==> src/sv/tldp_pkg.sv <==
// Types and constants of the line parser.
// No dependencies; used by tldp_chan_if, tldp_front, tldp_fifo, tldp_back and the top level.
package tldp_pkg;

	localparam int unsigned ByteW  = 8;
	localparam int unsigned ValueW = 32;
	localparam int unsigned LenW   = 5;
	localparam int unsigned DigitW = 4;

	localparam logic [ByteW-1:0] CharPlus   = 8'h2B;
	localparam logic [ByteW-1:0] CharMinus  = 8'h2D;
	localparam logic [ByteW-1:0] CharZero   = 8'h30;
	localparam logic [ByteW-1:0] CharNine   = 8'h39;
	localparam logic [ByteW-1:0] TermResetC = 8'h0A;

	// register select, taken from paddr[2]
	localparam logic RegFirstTerm  = 1'b0;
	localparam logic RegSecondTerm = 1'b1;

	typedef enum logic [2:0] {
		OP_SIGN_NEG,
		OP_SIGN_POS,
		OP_DIGIT,
		OP_OTHER,
		OP_EMIT,
		OP_DROP
	} tldp_op_t;

	typedef struct packed {
		tldp_op_t          op;
		logic [DigitW-1:0] digit;
		logic [LenW-1:0]   len;
	} tldp_entry_t;

	typedef struct packed {
		logic        valid;
		tldp_entry_t entry;
	} tldp_push_t;

	typedef struct packed {
		logic full;
		logic empty;
	} tldp_fifo_stat_t;

endpackage

==> src/sv/tldp_chan_if.sv <==
// Handshake channels of the line parser: byte input and result output.
// Depends on tldp_pkg.
interface tldp_byte_if;
	import tldp_pkg::*;
	logic             valid;
	logic             ready;
	logic [ByteW-1:0] rx_byte;

	modport source (output valid, output rx_byte, input ready);
	modport sink   (input valid, input rx_byte, output ready);
endinterface

interface tldp_result_if;
	import tldp_pkg::*;
	logic                     valid;
	logic                     ready;
	logic signed [ValueW-1:0] parsed_value;
	logic [LenW-1:0]          line_length;

	modport source (output valid, output parsed_value, output line_length, input ready);
	modport sink   (input valid, input parsed_value, input line_length, output ready);
endinterface

==> src/sv/tldp_front.sv <==
// Front end: takes bytes, frames lines, classifies each byte but the first terminator into a queue op.
// Depends on tldp_pkg and tldp_chan_if.
module tldp_front #(
	parameter int unsigned MAX_LINE = 10
) (
	input  logic                      clk,
	input  logic                      arst_n,
	tldp_byte_if.sink                 rx,
	input  logic [tldp_pkg::ByteW-1:0] first_term,
	input  logic [tldp_pkg::ByteW-1:0] second_term,
	input  tldp_pkg::tldp_fifo_stat_t fifo_stat,
	output tldp_pkg::tldp_push_t      push
);
	import tldp_pkg::*;

	localparam logic [LenW-1:0] MaxLineC = LenW'(MAX_LINE);

	logic [LenW-1:0] count_q;
	logic            seen_q;
	logic            accept;
	logic [LenW-1:0] count_inc;
	logic            is_digit;
	logic            is_sign;

	assign rx.ready  = !fifo_stat.full;
	assign accept    = rx.valid && rx.ready;
	assign count_inc = count_q + LenW'(1);
	assign is_digit  = (rx.rx_byte >= CharZero) && (rx.rx_byte <= CharNine);
	assign is_sign   = (rx.rx_byte == CharMinus) || (rx.rx_byte == CharPlus);

	always_comb begin
		push.valid       = 1'b0;
		push.entry.op    = OP_OTHER;
		push.entry.digit = DigitW'(rx.rx_byte - CharZero);
		push.entry.len   = count_q;
		if (accept) begin
			if (seen_q) begin
				push.valid    = 1'b1;
				push.entry.op = (rx.rx_byte == second_term) ? OP_EMIT : OP_DROP;
			end else if (rx.rx_byte != first_term) begin
				push.valid = 1'b1;
				if (count_inc >= MaxLineC) begin
					push.entry.op = OP_DROP;
				end else if (count_q == '0 && is_sign) begin
					push.entry.op = (rx.rx_byte == CharMinus) ? OP_SIGN_NEG : OP_SIGN_POS;
				end else if (is_digit) begin
					push.entry.op = OP_DIGIT;
				end else begin
					push.entry.op = OP_OTHER;
				end
			end
		end
	end

	always_ff @(posedge clk or negedge arst_n) begin
		if (!arst_n) begin
			count_q <= '0;
			seen_q  <= 1'b0;
		end else if (accept) begin
			if (seen_q) begin
				count_q <= '0;
				seen_q  <= 1'b0;
			end else if (rx.rx_byte == first_term) begin
				seen_q <= 1'b1;
			end else if (count_inc >= MaxLineC) begin
				count_q <= '0;
			end else begin
				count_q <= count_inc;
			end
		end
	end

endmodule

==> src/sv/tldp_fifo.sv <==
// Two-entry queue of classified ops between front and back end.
// Depends on tldp_pkg.
module tldp_fifo (
	input  logic                      clk,
	input  logic                      arst_n,
	input  tldp_pkg::tldp_push_t      push,
	input  logic                      pop,
	output tldp_pkg::tldp_fifo_stat_t stat,
	output tldp_pkg::tldp_entry_t     head
);
	import tldp_pkg::*;

	localparam int unsigned Depth = 2;
	localparam int unsigned PtrW  = $clog2(Depth);

	tldp_entry_t     mem_q [Depth];
	logic [PtrW-1:0] wr_ptr_q;
	logic [PtrW-1:0] rd_ptr_q;
	logic [PtrW:0]   cnt_q;
	logic            do_pop;

	assign stat.full  = (cnt_q == (PtrW+1)'(Depth));
	assign stat.empty = (cnt_q == '0);
	assign head       = mem_q[rd_ptr_q];
	assign do_pop     = pop && !stat.empty;

	always_ff @(posedge clk) begin
		if (push.valid) begin
			mem_q[wr_ptr_q] <= push.entry;
		end
	end

	always_ff @(posedge clk or negedge arst_n) begin
		if (!arst_n) begin
			wr_ptr_q <= '0;
			rd_ptr_q <= '0;
			cnt_q    <= '0;
		end else begin
			if (push.valid) begin
				wr_ptr_q <= wr_ptr_q + PtrW'(1);
			end
			if (do_pop) begin
				rd_ptr_q <= rd_ptr_q + PtrW'(1);
			end
			case ({push.valid, do_pop})
				2'b10:   cnt_q <= cnt_q + (PtrW+1)'(1);
				2'b01:   cnt_q <= cnt_q - (PtrW+1)'(1);
				default: cnt_q <= cnt_q;
			endcase
		end
	end

endmodule

==> src/sv/tldp_back.sv <==
// Back end: applies queued ops to the running value and holds the result word.
// Depends on tldp_pkg and tldp_chan_if.
module tldp_back (
	input  logic                      clk,
	input  logic                      arst_n,
	input  tldp_pkg::tldp_fifo_stat_t fifo_stat,
	input  tldp_pkg::tldp_entry_t     head,
	output logic                      pop,
	tldp_result_if.source             res
);
	import tldp_pkg::*;

	logic [ValueW-1:0]        acc_q;
	logic                     neg_q;
	logic                     stop_q;
	logic                     valid_q;
	logic signed [ValueW-1:0] value_q;
	logic [LenW-1:0]          len_q;
	logic [ValueW-1:0]        acc_x10;
	logic [ValueW-1:0]        signed_acc;

	// x10 as x8 + x2, then the digit
	assign acc_x10    = {acc_q[ValueW-4:0], 3'b000} + {acc_q[ValueW-2:0], 1'b0}
		+ ValueW'(head.digit);
	assign signed_acc = neg_q ? (ValueW'(0) - acc_q) : acc_q;
	assign pop        = !fifo_stat.empty && (head.op != OP_EMIT || !valid_q || res.ready);

	assign res.valid        = valid_q;
	assign res.parsed_value = value_q;
	assign res.line_length  = len_q;

	always_ff @(posedge clk) begin
		if (pop && head.op == OP_EMIT) begin
			value_q <= $signed(signed_acc);
			len_q   <= head.len;
		end
	end

	always_ff @(posedge clk or negedge arst_n) begin
		if (!arst_n) begin
			acc_q   <= '0;
			neg_q   <= 1'b0;
			stop_q  <= 1'b0;
			valid_q <= 1'b0;
		end else begin
			if (pop && head.op == OP_EMIT) begin
				valid_q <= 1'b1;
			end else if (res.ready) begin
				valid_q <= 1'b0;
			end
			if (pop) begin
				case (head.op)
					OP_SIGN_NEG: neg_q <= 1'b1;
					OP_SIGN_POS: neg_q <= 1'b0;
					OP_DIGIT: begin
						if (!stop_q) begin
							acc_q <= acc_x10;
						end
					end
					OP_OTHER: stop_q <= 1'b1;
					OP_EMIT, OP_DROP: begin
						acc_q  <= '0;
						neg_q  <= 1'b0;
						stop_q <= 1'b0;
					end
					default: acc_q <= acc_q;
				endcase
			end
		end
	end

endmodule

==> src/sv/terminated_line_decimal_parser.sv <==
// Top level of the line-terminated decimal parser: config registers and wiring.
// Depends on tldp_pkg, tldp_chan_if, tldp_front, tldp_fifo, tldp_back.
//
//  channel  dir  handshake        payload
//  rx       in   valid / ready    rx_byte [7:0]
//  res      out  valid / ready    parsed_value [31:0] signed, line_length [4:0]
//  apb      in   psel / penable   paddr [2:0], pwdata / prdata [31:0]
//
// One byte per cycle while rx.ready is high. The front end frames each byte in
// the cycle it is taken and queues at most one op; the back end retires one op
// per cycle unless a result word is stalled, through a single x10 shift-add,
// and a result word passes queue and output register. rx.ready drops only when
// the two-entry queue is full, which takes a result word stalled in the output
// register. Reset is async, needs no clearing pass; both terminators reset to LF.
module terminated_line_decimal_parser #(
	parameter int unsigned MAX_LINE = 10
) (
	input  logic        clk,
	input  logic        arst_n,
	tldp_byte_if.sink   rx,
	tldp_result_if.source res,
	input  logic        psel,
	input  logic        penable,
	input  logic        pwrite,
	input  logic [2:0]  paddr,
	input  logic [31:0] pwdata,
	output logic [31:0] prdata,
	output logic        pready
);
	import tldp_pkg::*;

	logic [ByteW-1:0] first_term_q;
	logic [ByteW-1:0] second_term_q;
	logic             reg_sel;
	logic             cfg_wr;
	tldp_push_t       push;
	tldp_fifo_stat_t  fifo_stat;
	tldp_entry_t      head;
	logic             pop;

	// register select is paddr[2]; byte offsets alias
	assign reg_sel = paddr[2];
	assign pready  = 1'b1;
	assign cfg_wr  = psel && penable && pwrite && pready;
	assign prdata  = {(32-ByteW)'(0), (reg_sel == RegSecondTerm) ? second_term_q : first_term_q};

	always_ff @(posedge clk or negedge arst_n) begin
		if (!arst_n) begin
			first_term_q  <= TermResetC;
			second_term_q <= TermResetC;
		end else if (cfg_wr) begin
			if (reg_sel == RegFirstTerm) begin
				first_term_q <= pwdata[ByteW-1:0];
			end else begin
				second_term_q <= pwdata[ByteW-1:0];
			end
		end
	end

	// framing and byte classes
	tldp_front #(.MAX_LINE(MAX_LINE)) u_front (
		.clk         (clk),
		.arst_n      (arst_n),
		.rx          (rx),
		.first_term  (first_term_q),
		.second_term (second_term_q),
		.fifo_stat   (fifo_stat),
		.push        (push)
	);

	// decouples framing from arithmetic so each side stalls on its own
	tldp_fifo u_fifo (
		.clk    (clk),
		.arst_n (arst_n),
		.push   (push),
		.pop    (pop),
		.stat   (fifo_stat),
		.head   (head)
	);

	// digit accumulate, sign, result word register
	tldp_back u_back (
		.clk       (clk),
		.arst_n    (arst_n),
		.fifo_stat (fifo_stat),
		.head      (head),
		.pop       (pop),
		.res       (res)
	);

endmodule

==> src/flat_wrapper.sv <==
// flat-port wrapper written by rule: the top's interface ports become plain ports
module terminated_line_decimal_parser_flat import tldp_pkg::*;
#(
	parameter int unsigned MAX_LINE = 10
)
  (clk, arst_n, psel, penable, pwrite, paddr, pwdata, prdata, pready, rx_valid, rx_rx_byte, rx_ready, res_valid, res_parsed_value, res_line_length, res_ready);
  tldp_byte_if rx_i ();
  tldp_result_if res_i ();
  input  logic clk;
  input  logic arst_n;
  input  logic psel;
  input  logic penable;
  input  logic pwrite;
  input  logic [2:0] paddr;
  input  logic [31:0] pwdata;
  output logic [31:0] prdata;
  output logic pready;
  input wire logic [$bits(rx_i.valid)-1:0] rx_valid;
  input wire logic [$bits(rx_i.rx_byte)-1:0] rx_rx_byte;
  output wire logic [$bits(rx_i.ready)-1:0] rx_ready;
  output wire logic [$bits(res_i.valid)-1:0] res_valid;
  output wire logic [$bits(res_i.parsed_value)-1:0] res_parsed_value;
  output wire logic [$bits(res_i.line_length)-1:0] res_line_length;
  input wire logic [$bits(res_i.ready)-1:0] res_ready;
  assign rx_i.valid = rx_valid;
  assign rx_i.rx_byte = rx_rx_byte;
  assign rx_ready = rx_i.ready;
  assign res_valid = res_i.valid;
  assign res_parsed_value = res_i.parsed_value;
  assign res_line_length = res_i.line_length;
  assign res_i.ready = res_ready;
  terminated_line_decimal_parser #(.MAX_LINE(MAX_LINE)) u_core (.clk(clk), .arst_n(arst_n), .rx(rx_i), .res(res_i), .psel(psel), .penable(penable), .pwrite(pwrite), .paddr(paddr), .pwdata(pwdata), .prdata(prdata), .pready(pready));
endmodule
==> config.mk <==
export PLATFORM = sky130hd
export DESIGN_NAME = terminated_line_decimal_parser_flat
export DESIGN_NICKNAME = d
export VERILOG_FILES = /design/src/sv/tldp_pkg.sv /design/src/sv/tldp_chan_if.sv /design/src/sv/tldp_front.sv /design/src/sv/tldp_fifo.sv /design/src/sv/tldp_back.sv /design/src/sv/terminated_line_decimal_parser.sv /design/src/flat_wrapper.sv
export SDC_FILE = /design/constraint.sdc
export NUM_CORES = 1
export LEC_CHECK = 0
export BUFFER_PORTS_ARGS = -buffer_cell sky130_fd_sc_hd__buf_2
export CAP_MARGIN = 20
export CORE_ASPECT_RATIO = 0.8
export CORE_MARGIN = 8
export CORE_UTILIZATION = 55
export CTS_BUF_LIST = sky130_fd_sc_hd__clkbuf_4 sky130_fd_sc_hd__clkbuf_8
export DETAILED_ROUTE_END_ITERATION = 12
export GPL_ROUTABILITY_DRIVEN = 0
export HOLD_SLACK_MARGIN = 0.02
export PLACE_DENSITY = 0.83
export SYNTH_ARGS = -nofsm -noshare
export SYNTH_HDL_FRONTEND = slang
export SYNTH_SLANG_ARGS = --single-unit
export TNS_END_PERCENT = 1
==> constraint.sdc <==
create_clock -name clk -period 10.1 [get_ports clk]
set_input_delay 0 -clock clk [delete_from_list [all_inputs] [get_ports clk]]
set_output_delay 0 -clock clk [all_outputs]
set_load 0.05 [all_outputs]
## Word level (Yosys, flattened, before mapping)

Memory sizes are Yosys's and may differ from the RTL's.
Index checks and enable logic that the tools add are counted.
W data, S select, Z words.

- Memories: 1
- Output and inout port bits: 72
- Input bits: 50
- Register bits after elaboration: 98
- Memory bits (writable): 24
- Logic and storage cells: 97

Memory list:

| memory | depth | bits a word | rd ports | clocked after memory_dff | wr ports | line | RTL |
|---|---|---|---|---|---|---|---|
| u_core.u_fifo.mem_q | 2 | 12 | 1 | 0 | 1 | tldp_fifo.sv:16 | `tldp_entry_t mem_q [Depth];` |

- $add $sub $neg: 9
- $lt $le $gt $ge: 3
- Reduce and logical (&&, ||, !) cells: 30
- Muxes and demuxes: 24
- Eq/ne operators: 16
- Bitwise operators: 1

Operators with widths:

| operator | number |
|---|---|
| $mux W32 | 2 |
| $pmux W32 S2 | 1 |
| $add A32 B32 Y32 | 1 |
| $add A32 B4 Y32 | 1 |
| $sub A1 B32 Y32 const A | 1 |
| $eq A8 B6 Y1 const B | 2 |
| $eq A8 B8 Y1 | 2 |
| $mux W5 | 3 |
| $mux W4 | 3 |
| $reduce_and A2 Y1 | 5 |
| $reduce_bool A2 Y1 | 5 |
| $mux W1 | 9 |
| $ge A8 B6 Y1 const B | 1 |
| $le A8 B6 Y1 const B | 1 |
| $logic_and A1 B1 Y1 | 8 |
| $mux W8 | 1 |
| $ne A8 B8 Y1 | 1 |
| $eq A3 B2 Y1 const B | 2 |
| $eq A3 B3 Y1 const B | 2 |
| $add A5 B1 Y5 const B | 1 |
| $ge A5 B4 Y1 const B | 1 |
| $logic_not A5 Y1 | 1 |
| $eq A2 B2 Y1 const B | 2 |
| $ne A2 B2 Y1 const B | 2 |
| 19 further kinds | 25 |

## Depth between registers and ports, before layout

Gate-level depths: netlist of the first run.

- Depth after elaboration: 10
- Mapped depth: 14
- Mapped depth without buffers: 12

## Hierarchy

A second synthesis of the first run with hierarchy kept.

- Cell total of the unflattened synthesis: 681
- Area total of the unflattened synthesis: 7,693.6 um^2

Modules (own cells, without submodules):

| module | cells each | area each (um^2) | times used |
|---|---|---|---|
| tldp_back | 479 | 5,036.1 | 1 |
| tldp_fifo | 54 | 1,062.3 | 1 |
| terminated_line_decimal_parser | 70 | 927.1 | 1 |
| tldp_front | 78 | 668.1 | 1 |

## Least setup slack after synthesis of the first run

No wires, ideal clock.

- Kind: register -> register
- Start point: reg u_core.u_fifo.rd_ptr_q
- End point: reg u_core.u_back.len_q[0], in the netlist u_core.u_back.res.line_length[0] (enable)
- Arrival: 3.800 ns
- Data required time: 9.623 ns
- Cell stages (with the launch flop): 5
- Buffers on the path: 1
- Period minus slack after synthesis: 4.277 ns
- Slack: 5.823 ns
- Setup time: 0.477 ns
- Cell sequence: dfrtp_1 clkbuf_1 mux2i_1 o311ai_0 nor3_1

- Cells in the longest elaborated chain, start to end: 6
- Elaborated cells between the ends (all ways): 7
- Classes of those cells: eq/ne (2); reduce/logical (4); memory (1)

RTL lines:

| what | line | RTL |
|---|---|---|
| start, declared | tldp_fifo.sv:18 | `logic [PtrW-1:0] rd_ptr_q;` |
| start signal, assigned | tldp_fifo.sv:43 | `rd_ptr_q <= rd_ptr_q + PtrW'(1);` |
| $mem_v2 Z2 W12 (*) | - |  |
| $ne A3 B3 Y1 | tldp_back.sv:26 | `assign pop = !fifo_stat.empty && (head.op != OP_EMIT \|\| !valid_q \|\| res.ready);` |
| $logic_or A1 B1 Y1 (2 in series) | tldp_back.sv:26 |  |
| $logic_and A1 B1 Y1 | tldp_back.sv:26 |  |
| $logic_and A1 B1 Y1 (*) | tldp_back.sv:33 | `if (pop && head.op == OP_EMIT) begin` |
| end signal, assigned | tldp_back.sv:35 | `len_q <= head.len;` |
| end, declared | tldp_back.sv:18 | `logic [LenW-1:0] len_q;` |

Mark *: on every way between the ends. The rest lies on a longest branch, timed or not.
A chain may end at the register's enable or synchronous reset.

## Worst setup path in the final report of the first run

- Start point: reg u_core.u_fifo.rd_ptr_q
- End point: reg u_core.u_back.acc_q[26]

- Cells in the longest elaborated chain, start to end: 6
- Elaborated cells between the ends (all ways): 15
- Classes of those cells: add/sub (1); eq/ne (5); mux (2); reduce/logical (6); memory (1)

RTL lines:

| what | line | RTL |
|---|---|---|
| $mem_v2 Z2 W12 (*) | - |  |
| branches (longest 5 deep; another with $add A32 B4 Y32) | - |  |
| end signal, assigned | tldp_back.sv:66 | `default: acc_q <= acc_q;` |
| end, declared | tldp_back.sv:13 | `logic [ValueW-1:0] acc_q;` |

Every way passes the cells marked *. The select of a mux whose other input is x is not followed.

==> results of run 1 <==
[state kept, by name, indices dropped and copies added, names as in the netlist, 2 cells and up]
name,count
u_core.second_term_q,8
u_core.first_term_q,8
u_core.u_fifo.mem_q,24
u_core.u_back.acc_q,32
u_core.u_back.res.line_length,5
u_core.u_back.res.parsed_value,32
u_core.u_front.count_q,5
u_core.u_fifo.cnt_q,2
[area by class of cell]
cell class | instances | area [um^2]
Fill cell | 1107 | 4900
Clock inverter | 15 | 180
Timing Repair Buffer | 91 | 549
Tap cell | 180 | 225
Clock buffer | 17 | 234
Multi-Input combinational cell | 573 | 4080
Inverter | 16 | 60.1
Sequential cell | 122 | 3360
[kinds of logic after synthesis]
kind of cell               count (synthesis)  synth area share (%)
and+or+nand+nor                          195                  12.5
AOI/OAI and AO/OA                        172                  14.0
DFF                                      122                  43.7
xor gates and xnor gates                  77                  8.76
buffers and inverters                     68                  4.53
adders and majority gates                 65                  10.8
muxes                                     39                  5.61
other                                      2                0.0975
[per-layer routing]
metal	routed length [um]	GRT usage [%]
met1	8150	26.8
met5	0	0
met3	1130	4.97
met4	238	5.79
met2	8470	32.2
[worst max-delay path, cell delays in order, from the launching register on]
cell and delay [ns]:
dfrtp_1 0.81, mux2_2 0.42, ha_1 0.28, ha_1 0.16
inv_1 0.05, fa_1 0.39, nor2b_1 0.16, o2111ai_1 0.17
a211oi_1 0.42, o21ai_0 0.31, a2111oi_0 0.69, mux2i_1 0.26
nand2_1 0.06
[layout by cell type (no fill, tap or decap), types with 9 or more instances in the layout]
master	Yosys	routed
dfrtp_1	57	57
buf_2	0	70
nor3_1	10	9
dlygate4sd3_1	0	15
clkbuf_8	0	17
ha_1	63	63
mux2_2	33	33
nand3_1	9	9
inv_1	15	15
nor2_1	41	41
or3_1	14	14
xor2_1	26	26
conb_1	2	25
o31ai_1	10	10
a21oi_1	39	39
nand4_1	15	15
o21ai_0	59	59
nand2_1	66	66
xnor2_1	51	51
edfxtp_1	61	61
[how the worst max path moves through the flow]
stage | from | endpoint | slack [ns]
final | u_core.u_fifo.rd_ptr_q$_DFFE_PN0P_ | u_core.u_back.acc_q[26]$_DFFE_PN0P_ | 5.78
after global routing | u_core.u_fifo.rd_ptr_q$_DFFE_PN0P_ | u_core.u_back.acc_q[26]$_DFFE_PN0P_ | 5.58
after CTS | u_core.u_fifo.rd_ptr_q$_DFFE_PN0P_ | u_core.u_back.acc_q[26]$_DFFE_PN0P_ | 5.82
after detailed placement | u_core.u_fifo.rd_ptr_q$_DFFE_PN0P_ | u_core.u_back.acc_q[26]$_DFFE_PN0P_ | 5.88
after global placement | u_core.u_fifo.rd_ptr_q$_DFFE_PN0P_ | u_core.u_back.acc_q[26]$_DFFE_PN0P_ | 5.92
after floorplan | u_core.u_fifo.rd_ptr_q$_DFFE_PN0P_ | u_core.u_back.res.line_length[0]$_DFFE_PP_ | 5.82
[power groups by stage]
stage	Clock (W)	Sequential (W)	Combinational, W
final	0.000460	0.000873	0.00120
after CTS	0.000465	0.000868	0.00118
after global routing	0.000489	0.000891	0.00131
after detailed placement	0	0.000878	0.00116
after global placement	0	0.000868	0.00112
after floorplan	0	0.000845	0.000908
[what timing repair did]
item,CTS,global route
resized for setup,0,0
hold buffers,15,0
hold endpoints to repair,83,0
[through the flow]
stage          utilization [%]  instance area (um^2)  worst slack (ns)  instances  total power, W
6_report                  63.9                  8690              5.78       1014         0.00253
5_1_grt                   63.9                  8690              5.58       1014         0.00269
4_1_cts                   63.8                  8680              5.82       1013         0.00251
3_5_place_dp              59.7                  8120              5.88        966         0.00204
3_3_place_gp              59.7                  8120              5.92        966         0.00199
2_1_floorplan                -                  7780              5.82        763         0.00175
==> summary.md, run 1 <==
| Metric | Value |
|---|---|
| Run status | `completed` |
| Worst-skew pair later-pin latency | `0.44 ns` |
| Largest net degree at the start of global routing | `62` |
| Initial antenna violation count | `0` |
| Die Span Y | `122 um` |
| Final period utilization | `42.7%` |
| VDD IR max | `0.000126 V` |
| Die width | `148 um` |
| I/O Buffers | `70` |
| # Post-CTS Setup Buffers | `0` |
| Initial Util | `56.6%` |
| FF-to-FF setup slack | `5.78 ns` |
| Antenna-violating nets left | `0` |
| Number of setup violations in the final report | `0` |
| Clk pwr share | `18.2%` |
| Internal power | `0.00140 W` |
| Unique masters post-synth | `63` |
| Yosys reg bits | `122` |
| # diodes | `0` |
| Asr flop ratio synth | `50.0%` |
| # IOs | `122` |
| 1st-iter DRT viols | `457` |
| CTS tree | `built` |
| Total Wirelength | `18000 um` |
| Post-synth top area share | `23.8%` |
| Final max-slew violation count | `0` |
| H-tree depth | `4` |
| Power Dens Cells | `291 mW/mm^2` |
| Commonest cells post-synth | `66 x nand2_1, 63 x ha_1, 61 x edfxtp_1` |
| Most numerous cell in the Yosys netlist | `nand2_1` |
| CORE AREA | `0.0136 mm^2` |
| Drt wl/cell | `17.7 um` |
| Top FF cell, synth | `edfxtp_1` |
| GRT Total Usage | `20.1%` |
| Hold Violations, Final | `0` |
| Share of layout cells above drive strength 1 | `18.8%` |
| RSZ-0062 raised after global routing | `no` |
| Tmin final | `4.32 ns` |
| Vias | `5993` |
| Synth Warn # | `0` |
| Crit path required time | `10.43 ns` |
| Synth area leaders | `edfxtp_1 24%, dfrtp_1 19%, ha_1 10%` |
| Setup_tns | `0 ns` |
| Final Hold Slack | `0.223 ns` |
| Hold path depth | `5` |
| Worst Hold Path EP | `u_core.u_fifo.mem_q[0][9]$_DFFE_PP_` |
| Post-DP HPWL | `12600 um` |
| Combinational power share | `47.3%` |
| Max Freq | `0.232 GHz` |
| Number of synthesized flops with an enable pin | `61` |
| Worst reg2reg path depth | `12` |
| Worst setup EP type | `flop` |
| DRT Pass-1 Iters | `5` |
| Bufs on Longest Clock Path | `2` |
| Sequential-to-total area share from yosys stat | `43.7%` |
| Sequential share of power | `34.5%` |
| Area delta synth->final | `12.9%` |
| Final Skew | `0.0122 ns` |
| Startpoint types | `flop` |
| Area leader, netlist | `edfxtp_1` |
| Avg Inst Size Synth | `10.4 um^2` |
| # clock sinks | `122` |
| CTS Root Cell | `clkbuf_8` |
| RR Endpoint | `u_core.u_back.acc_q[26]$_DFFE_PN0P_` |
| DR vias/cell | `5.91` |
| FF-to-FF Start | `u_core.u_fifo.rd_ptr_q$_DFFE_PN0P_` |
| Switching part of the total | `44.7%` |
| DRC Markers | `0` |
| Worst Tran Pin Value | `1.09 ns` |
| GRT Residual Overflow | `0` |
| Net switching power | `0.00113 W` |
| Die ar. | `0.0181 mm^2` |
| Crit Path Max Fanout | `17` |
| Vias in the first global route | `5777` |
| CP arrival | `4.65 ns` |
| Max Cap Violations | `0` |
| Hold Path Origin | `rx_rx_byte[4]` |
| Clk slew on worst S/H paths | `0.08 ns` |
| First-pass GRT wire length | `29300 um` |
| Post-Syn Instances | `740` |
| TritonCTS buffer count | `17` |
| Area of the mapped netlist | `0.00770 mm^2` |
| Relative slew slack | `27.2%` |
| # nets final | `936` |
| # rows | `38` |
| Critical Setup Path Class | `flop to flop` |
| Hold Crit Class | `input pin to flop` |
| Static Leakage | `3.77 nW` |
(Power assumes the default switching activity.)
==> inputs of run 2 (changes only) <==
Clock period 10.1 ns to 4.4 ns, I/O delays scaled along.
==> run 2 against run 1 <==
Via count fell by 2.4%. Setup slack got worse by 5.0 ns. Register-to-register slack got worse by 5.0 ns. Design area fell by 0.50%. Die area did not move. Clock skew fell by 0.0015 ns. Critical endpoint unchanged. Highest routed layer unchanged.
==> summary.md, run 2 (same netlist as run 1, synthesis figures left out) <==
| Metric | Value |
|---|---|
| Vias in the first global route | `5811 (+0.59%)` |
| Worst setup EP type | `flop` |
| Final max-slew violation count | `0 (unchanged)` |
| # nets final | `938 (+0.21%)` |
| Startpoint types | `flop` |
| Total Wirelength | `17200 um (-4.5%)` |
| Critical Path Start | `u_core.u_fifo.rd_ptr_q$_DFFE_PN0P_` |
| Die ar. | `0.0181 mm^2 (unchanged)` |
| Final core utilization | `63.6% (-0.32 points)` |
| Number of setup violations in the final report | `0 (unchanged)` |
| Die Span Y | `122 um (unchanged)` |
| DRC Markers | `0 (unchanged)` |
| Crit Path Max Fanout | `15 (-2)` |
| Worst-skew pair later-pin latency | `0.44 ns (about the same)` |
| Static Leakage | `3.76 nW (-0.27%)` |
| 1st-iter DRT viols | `496 (+8.5%)` |
| Commonest non-fill, non-tap cell in the layout | `buf_2` |
| Count of cells resized by post-cts repair | `0 (unchanged)` |
| TritonCTS buffer count | `17 (unchanged)` |
| Cell mode on critical path | `ha_1` |
| Bufs on Longest Clock Path | `2 (unchanged)` |
| Final period utilization | `83.1% (+40 points)` |
| Initial antenna violation count | `0 (unchanged)` |
| Largest net degree at the start of global routing | `62 (unchanged)` |
| Hold Crit Class | `input pin to flop` |
| Worst reg2reg path depth | `13 (+1)` |
| Relative slew slack | `28.9% (+1.7 points)` |
| CP bufs+invs | `2 (+1)` |
| Run status | `completed` |
| VDD IR max | `0.000310 V (+150%)` |
| Die width | `148 um (unchanged)` |
| Tmin final | `3.65 ns (-0.661 ns)` |
| Non-filler cells in the finished layout | `1016 (+0.20%)` |
| Max Cap Violations | `0 (unchanged)` |
| Hold Violations, Final | `0 (unchanged)` |
| Antenna-violating nets left | `0 (unchanged)` |
| Register Area | `0.00336 mm^2 (unchanged)` |
| Worst Tran Pin Value | `1.07 ns (-0.0260 ns)` |
| Clk slew on worst S/H paths | `0.07 ns (about the same)` |
| # clock sinks | `122 (unchanged)` |
| Most frequent cells in the layout | `70 x buf_2, 66 x nand2_1, 63 x ha_1` |
| Slowest cell delay on critical path | `0.56 ns (-0.25 ns)` |
| # rows | `38 (unchanged)` |
| GRT Total Usage | `19.8% (-0.34 points)` |
| WP depth | `13 (+1)` |
| # diodes | `0 (unchanged)` |
| Dpl cells | `967 (+0.10%)` |
| H-tree depth | `4 (unchanged)` |
| Critical path, cell by cell | `buf_4, mux2_2, ha_1, ha_1, inv_1, fa_1, nor2b_1, o2111ai_1, a211oi_1, o21ai_0, a2111oi_0, mux2i_1, nand2_1` |
| Crit path required time | `4.73 ns (-5.70 ns)` |
| RR Endpoint | `u_core.u_back.acc_q[26]$_DFFE_PN0P_` |
| Setup_tns | `0 ns (unchanged)` |
| FF-to-FF Start | `u_core.u_fifo.rd_ptr_q$_DFFE_PN0P_` |
| Post-DP HPWL | `12500 um (-0.72%)` |
| Final Skew | `0.0107 ns (-0.00146 ns)` |
| DRT Pass-1 Iters | `5 (unchanged)` |
| Share of layout cells above drive strength 1 | `18.9% (+0.075 points)` |
| Vias | `5847 (-2.4%)` |
| RSZ-0062 raised after global routing | `no` |
| Max Freq | `0.274 GHz (+18%)` |
| Critical Setup Path Class | `flop to flop` |
| FF-to-FF setup slack | `0.75 ns (-5.04 ns)` |
| GRT Residual Overflow | `0 (unchanged)` |
| # IOs | `122 (unchanged)` |
| Initial Util | `56.6% (unchanged)` |
| Drt wl/cell | `16.9 um (-4.7%)` |
| CP arrival | `3.98 ns (-0.67 ns)` |
| CORE AREA | `0.0136 mm^2 (unchanged)` |
| Power Dens Cells | `647 mW/mm^2 (+120%)` |
| Worst-path cell with the longest stage delay | `a2111oi_0` |
| I/O Buffers | `70 (unchanged)` |
| First-pass GRT wire length | `28800 um (-1.6%)` |
| Largest delay contributor family on the critical path | `compound AO/OA/AOI/OAI gates` |
| CTS tree | `built` |
| Area delta synth->final | `12.4%` |
| CTS Root Cell | `clkbuf_8` |
| Critical Path End | `u_core.u_back.acc_q[26]$_DFFE_PN0P_` |
| Fillcell total | `1080 (-2.4%)` |
| DR vias/cell | `5.75 (-2.6%)` |
| Multi-input logic area | `0.00408 mm^2 (unchanged)` |
## run 2: what timing repair did
item	CTS	global route
hold buffers	15	0
hold endpoints to repair	83	0
setup buffers	0	0
## run 2: worst min path at each step
stage / startpoint / end / cells after the start
floorplan: arst_n / u_core.first_term_q[0]$_DFFE_PN0P_ / 0
global placement: arst_n / u_core.u_front.count_q[0]$_DFFE_PN0P_ / 2
detailed placement: arst_n / u_core.u_front.count_q[0]$_DFFE_PN0P_ / 2
CTS: rx_rx_byte[4] / u_core.u_fifo.mem_q[0][9]$_DFFE_PP_ / 5
global route: rx_rx_byte[4] / u_core.u_fifo.mem_q[1][9]$_DFFE_PP_ / 5
finish: rx_rx_byte[4] / u_core.u_fifo.mem_q[0][9]$_DFFE_PP_ / 5
## run 2: report_power, final
part / switching, W / leakage [nW] / internal, W
clock: 0.000425 / 0.185 / 0.000445
combinational: 0.00165 / 2.22 / 0.00110
sequential: 0.000380 / 1.35 / 0.00159
## run 2: area by class of cell
type / instances / share of cell area, %
Timing Repair Buffer: 93 / 6.61
Inverter: 16 / 0.694
Clock buffer: 24 / 3.46
Multi-Input combinational cell: 573 / 47.2
Clock inverter: 8 / 0.564
Tap cell: 180 / 2.60
Sequential cell: 122 / 38.9
## run 2: tightest hold or removal path, stage by stage
cell	delay, ns
buf_2	0.14
nand2_1	0.08
o22a_1	0.13
o21ai_0	0.07
nand2_1	0.09
## run 2: through the flow
| stage | hold slack, ns | worst slack (ns) | area [um^2] | total power [W] |
|---|---|---|---|---|
| finish | 0.183 | 0.745 | 8650 | 0.00559 |
| global route | 0.204 | 0.581 | 8650 | 0.00600 |
| CTS | 0.154 | 0.763 | 8620 | 0.00557 |
| detailed placement | 0.239 | 0.780 | 8130 | 0.00467 |
| global placement | 0.234 | 0.878 | 8130 | 0.00458 |
| floorplan | -0.296 | 0.123 | 7780 | 0.00402 |
## run 2: metal layers
metal  vias up  global-route usage (%)  wire (um)
met3        23                    5.04        994
met2       155                    31.4       7940
li1       2848                       -          -
met1      2821                    26.1       7920
met5         -                       0          0
met4         0                    6.61        335
